`config.mk`:
```
export PLATFORM = sky130hd
export DESIGN_NAME = mad_divider
export DESIGN_NICKNAME = d
export VERILOG_FILES = /design/src/mad_divider.sv
export SDC_FILE = /design/constraint.sdc
export NUM_CORES = 1
export LEC_CHECK = 0
export BUFFER_PORTS_ARGS = -buffer_cell sky130_fd_sc_hd__buf_4
export CORE_MARGIN = 2
export CORE_UTILIZATION = 55
export DETAILED_ROUTE_END_ITERATION = 16
export PLACE_DENSITY = 0.85
export SLEW_MARGIN = 20
export SYNTH_ARGS = -nofsm -noshare
export SYNTH_HDL_FRONTEND = slang
export SYNTH_SLANG_ARGS = --single-unit
export TNS_END_PERCENT = 30
```
`constraint.sdc`:
```
create_clock -name clk -period 10.3 [get_ports clk]
set_input_delay 2.06 -clock clk [delete_from_list [all_inputs] [get_ports clk]]
set_output_delay 2.06 -clock clk [all_outputs]
set_load 0.005 [all_outputs]
```
`src/mad_divider.sv`:
```
module mad_divider #(
  parameter int NUM_W = 40,
  parameter int DEN_W = 9
) (
  input  logic             clk,
  input  logic             rst,
  input  logic             start,
  input  logic [NUM_W-1:0] dividend,
  input  logic [DEN_W-1:0] divisor,
  output logic             busy,
  output logic [NUM_W-1:0] quotient
);

  localparam int CNT_W = $clog2(NUM_W + 1);

  logic [CNT_W-1:0] cnt;
  logic [DEN_W-1:0] rem;
  logic [DEN_W-1:0] den;
  logic [NUM_W-1:0] quo;

  logic [DEN_W:0]   rem_shift;
  logic [DEN_W:0]   diff;
  logic             qbit;
  logic [DEN_W-1:0] rem_next;

  // Restoring step: bring in one dividend bit, try to subtract the divisor
  always_comb begin
    rem_shift = {rem, quo[NUM_W-1]};
    diff      = rem_shift - {1'b0, den};
    qbit      = ~diff[DEN_W];
    rem_next  = qbit ? diff[DEN_W-1:0] : rem_shift[DEN_W-1:0];
  end

  // Shift the dividend out and the quotient in, one bit per cycle
  always_ff @(posedge clk) begin
    if (rst) begin
      busy <= 1'b0;
      cnt  <= '0;
    end else if (start) begin
      busy <= 1'b1;
      cnt  <= CNT_W'(NUM_W);
      quo  <= dividend;
      rem  <= '0;
      den  <= divisor;
    end else if (busy) begin
      rem <= rem_next;
      quo <= {quo[NUM_W-2:0], qbit};
      cnt <= cnt - 1'b1;
      if (cnt == CNT_W'(1)) begin
        busy <= 1'b0;
      end
    end
  end

  assign quotient = quo;

endmodule
```
==> flow_metrics.env <==
export IMPL_cts_num_sinks=65
export IMPL_skew_ns=0.004496
export IMPL_timing_rr_start="rem[6]$_SDFFCE_PP0P_"
export IMPL_design_power_total_mw=0.6260
export IMPL_dpl_cell_count=380
export IMPL_tritoncts="yes"
export IMPL_crit_arrival_ns=3.62
export IMPL_synth_cell_area_mm2=0.003098
export IMPL_post_place_ws_ns=6.307
export IMPL_clkPwrFrac_pct=28.1
export IMPL_postCtsSetupBuffers=0
export IMPL_fin_crit_ns=3.644
export IMPL_dpl_hpwl_um=4620
export IMPL_wl_per_cell_um=16.32
export IMPL_synth_nets=287
export IMPL_leakagePower_nw=1.629
export IMPL_fin_crit_sh_pct=35.38
export IMPL_hold_class="reg2reg"
export IMPL_relSlewSlack_pct=38.59
export IMPL_drt_antenna_violating_nets=0
export IMPL_htreeDepth=3
export IMPL_worstSetupEndpointType="flip-flop"
export IMPL_row_count=27
export IMPL_area_delta_synth_final_pct=29.68
export IMPL_drive_gt1_share_pct=47.53
export IMPL_num_fill_cells=391
export IMPL_drt_iter0_markers=81
export IMPL_placed_area_mm2=0.003862
export IMPL_startpoint="start"
export IMPL_internal_power_mw=0.4657
export IMPL_synth_distinct_cells=36
export IMPL_initial_core_util_pct=56.61
export IMPL_antenna_found_initial=0
export IMPL_ys_warn_count=0
export IMPL_power_density_mw_per_mm2=155.8
export IMPL_n_antenna_cell=0
export IMPL_worstSetupPathType="in2reg"
export IMPL_syn_inst=223
export IMPL_setup_viol_count_final=0
export IMPL_rsz0062_at_grt="no"
export IMPL_hold_buffers=0
export IMPL_nets=383
export IMPL_gp_congestion=0.8151
export IMPL_pwr_share_comb_pct=20.0
export IMPL_synth_area_per_cell_um2=13.89
export IMPL_finalWorstSetupSlack_ns=6.656
export IMPL_first_global_vias=2164
export IMPL_clk_latency_ns=0.33
export IMPL_grt_first_pass_wirelength_um=10060
export IMPL_drc_errors=0
export IMPL_grtUsageTotal_pct=21.74
export IMPL_viasPerCell=5.354
export IMPL_netSwitchingFraction_pct=25.61
export IMPL_status="finished, final reports clean"
export IMPL_switching_power_mw=0.1604
export IMPL_hp_start="cnt[1]$_SDFFE_PP0P_"
export IMPL_pin_count=93
export IMPL_report_final_slew_viol_count=0
export IMPL_finalSetupTns_ns=0
export IMPL_ir_drop_v=0.0001192
export IMPL_die_y_um=79.05
export IMPL_grt_overflow=0
export IMPL_core_area_mm2=0.005473
export IMPL_fmax_ghz=0.2744
export IMPL_io_buffers=92
export IMPL_cts_buffers=9
export IMPL_final_cell_mix="buf_4, edfxtp_1, mux2_2"
export IMPL_vias=2120
export IMPL_required_ns=10.27
export IMPL_hold_viol_final=0
export IMPL_cts_root_buf="clkbuf_8"
export IMPL_cp_max_fo=53
export IMPL_cts_repair_resized=0
export IMPL_final_common_cell="buf_4"
export IMPL_cap_viol_max_count=0
export IMPL_wl_um=6463
export IMPL_drt_pass1_iter_count=4
export IMPL_ys_ff_latch=65
export IMPL_grt_max_degree=54
export IMPL_die_area_mm2=0.006249
export IMPL_pwr_share_seq_pct=51.9
export IMPL_clockBufferDepth=2
export IMPL_ys_seq_area_share_pct=60.74
export IMPL_instances_no_fill=396
export IMPL_path_clk_slew_ns=0.06
export IMPL_chipWidth_um=79.05
export IMPL_final_cell_area_mm2=0.004018
export IMPL_crit_path_start_kind="input port"
export IMPL_worst_pin_slew_ns=0.9212
==> synth_stat cells <==
master	count	area share [%]
a2111oi_0	1	0.28
nand2_1	10	1.2
a211oi_1	3	0.73
ha_1	11	4.4
inv_1	13	1.6
o221a_4	1	0.65
o31a_1	1	0.28
nor4b_1	1	0.28
fa_1	1	0.65
nor2_1	14	1.7
buf_2	1	0.16
clkbuf_1	7	0.85
nor3b_1	1	0.24
o31ai_1	1	0.24
o21ba_2	1	0.32
mux2_2	40	15
nand2b_1	7	1.4
o41a_1	1	0.36
xnor2_1	6	1.7
or2_2	1	0.20
xor2_1	4	1.1
nor3_1	4	0.65
a21o_2	1	0.28
a21o_1	1	0.24
a21oi_1	13	2.1
and2_2	1	0.24
o211ai_1	2	0.48
o221ai_1	1	0.28
a21oi_2	1	0.28
o21ai_0	1	0.16
edfxtp_1	58	56
o21a_1	1	0.24
or3_4	1	0.36
nand3_1	4	0.65
dfxtp_1	7	4.5
o32a_1	1	0.32
==> flip-flops by register name (all words and copies together), names as in the netlist <==
| register | flops |
|---|---|
| busy | 1 |
| cnt | 6 |
| den | 9 |
| quotient | 40 |
| rem | 9 |
==> layer usage <==
metal | vias to the layer above | routed length (um) | track usage (%) | part of all wire (%)
li1 | 1019 | - | - | -
met1 | 1021 | 2673 | 26.73 | 41
met2 | 74 | 3179 | 35.00 | 49
met3 | 6 | 539 | 7.841 | 8.3
met4 | 0 | 71 | 8.793 | 1.1
met5 | - | 0 | 0 | 0
==> power groups by stage <==
stage	Combinational, mW	Clock [mW]	Sequential, mW
after floorplan	0.0773	0	0.329
after global routing	0.138	0.192	0.327
after global placement	0.121	0	0.330
after CTS	0.126	0.181	0.325
final	0.125	0.176	0.325
after detailed placement	0.125	0	0.330
==> metrics by stage <==
| step | utilization, % | hold WS [ns] |
|---|---|---|
| 5_1_grt | 73.41 | 0.5443 |
| 6_report | 73.41 | 0.5078 |
| 2_1_floorplan | - | 0.4689 |
| 3_3_place_gp | 70.58 | 0.4969 |
| 4_1_cts | 73.41 | 0.5167 |
| 3_5_place_dp | 70.58 | 0.5078 |
==> cells by family after synthesis <==
| family | share of synthesized area (%) |
|---|---|
| AOI/OAI and AO/OA | 7.270 |
| adders and majority gates | 5.089 |
| muxes | 14.54 |
| buffers and inverters | 2.585 |
| and+or+nand+nor | 6.947 |
| xor gates and xnor gates | 2.827 |
| DFF | 60.74 |
==> worst max-delay path, stage by stage <==
cell	delay [ns]
buf_4	0.50
nor2_1	0.15
nor2_4	0.35
buf_4	0.50
==> final cells by class <==
class | instances | area, um2 | area share, %
Sequential cell | 65 | 1882 | 46.84
Multi-Input combinational cell | 137 | 1144 | 28.46
Clock inverter | 4 | 20.02 | 0.4983
Timing Repair Buffer | 93 | 698.2 | 17.38
Clock buffer | 12 | 135.1 | 3.363
Tap cell | 72 | 90.09 | 2.242
Inverter | 13 | 48.80 | 1.215
==> final timing paths <==
path | endpoint | slack (ns) | cells past startpoint
max reg2reg | rem[1]$_SDFFCE_PP0P_ | 7.67 | 7
min reg2reg | cnt[1]$_SDFFE_PP0P_ | 0.51 | 2
max | quotient[15]$_DFFE_PP_ | 6.66 | 4
min | cnt[1]$_SDFFE_PP0P_ | 0.51 | 2
(Power assumes the default switching activity.)
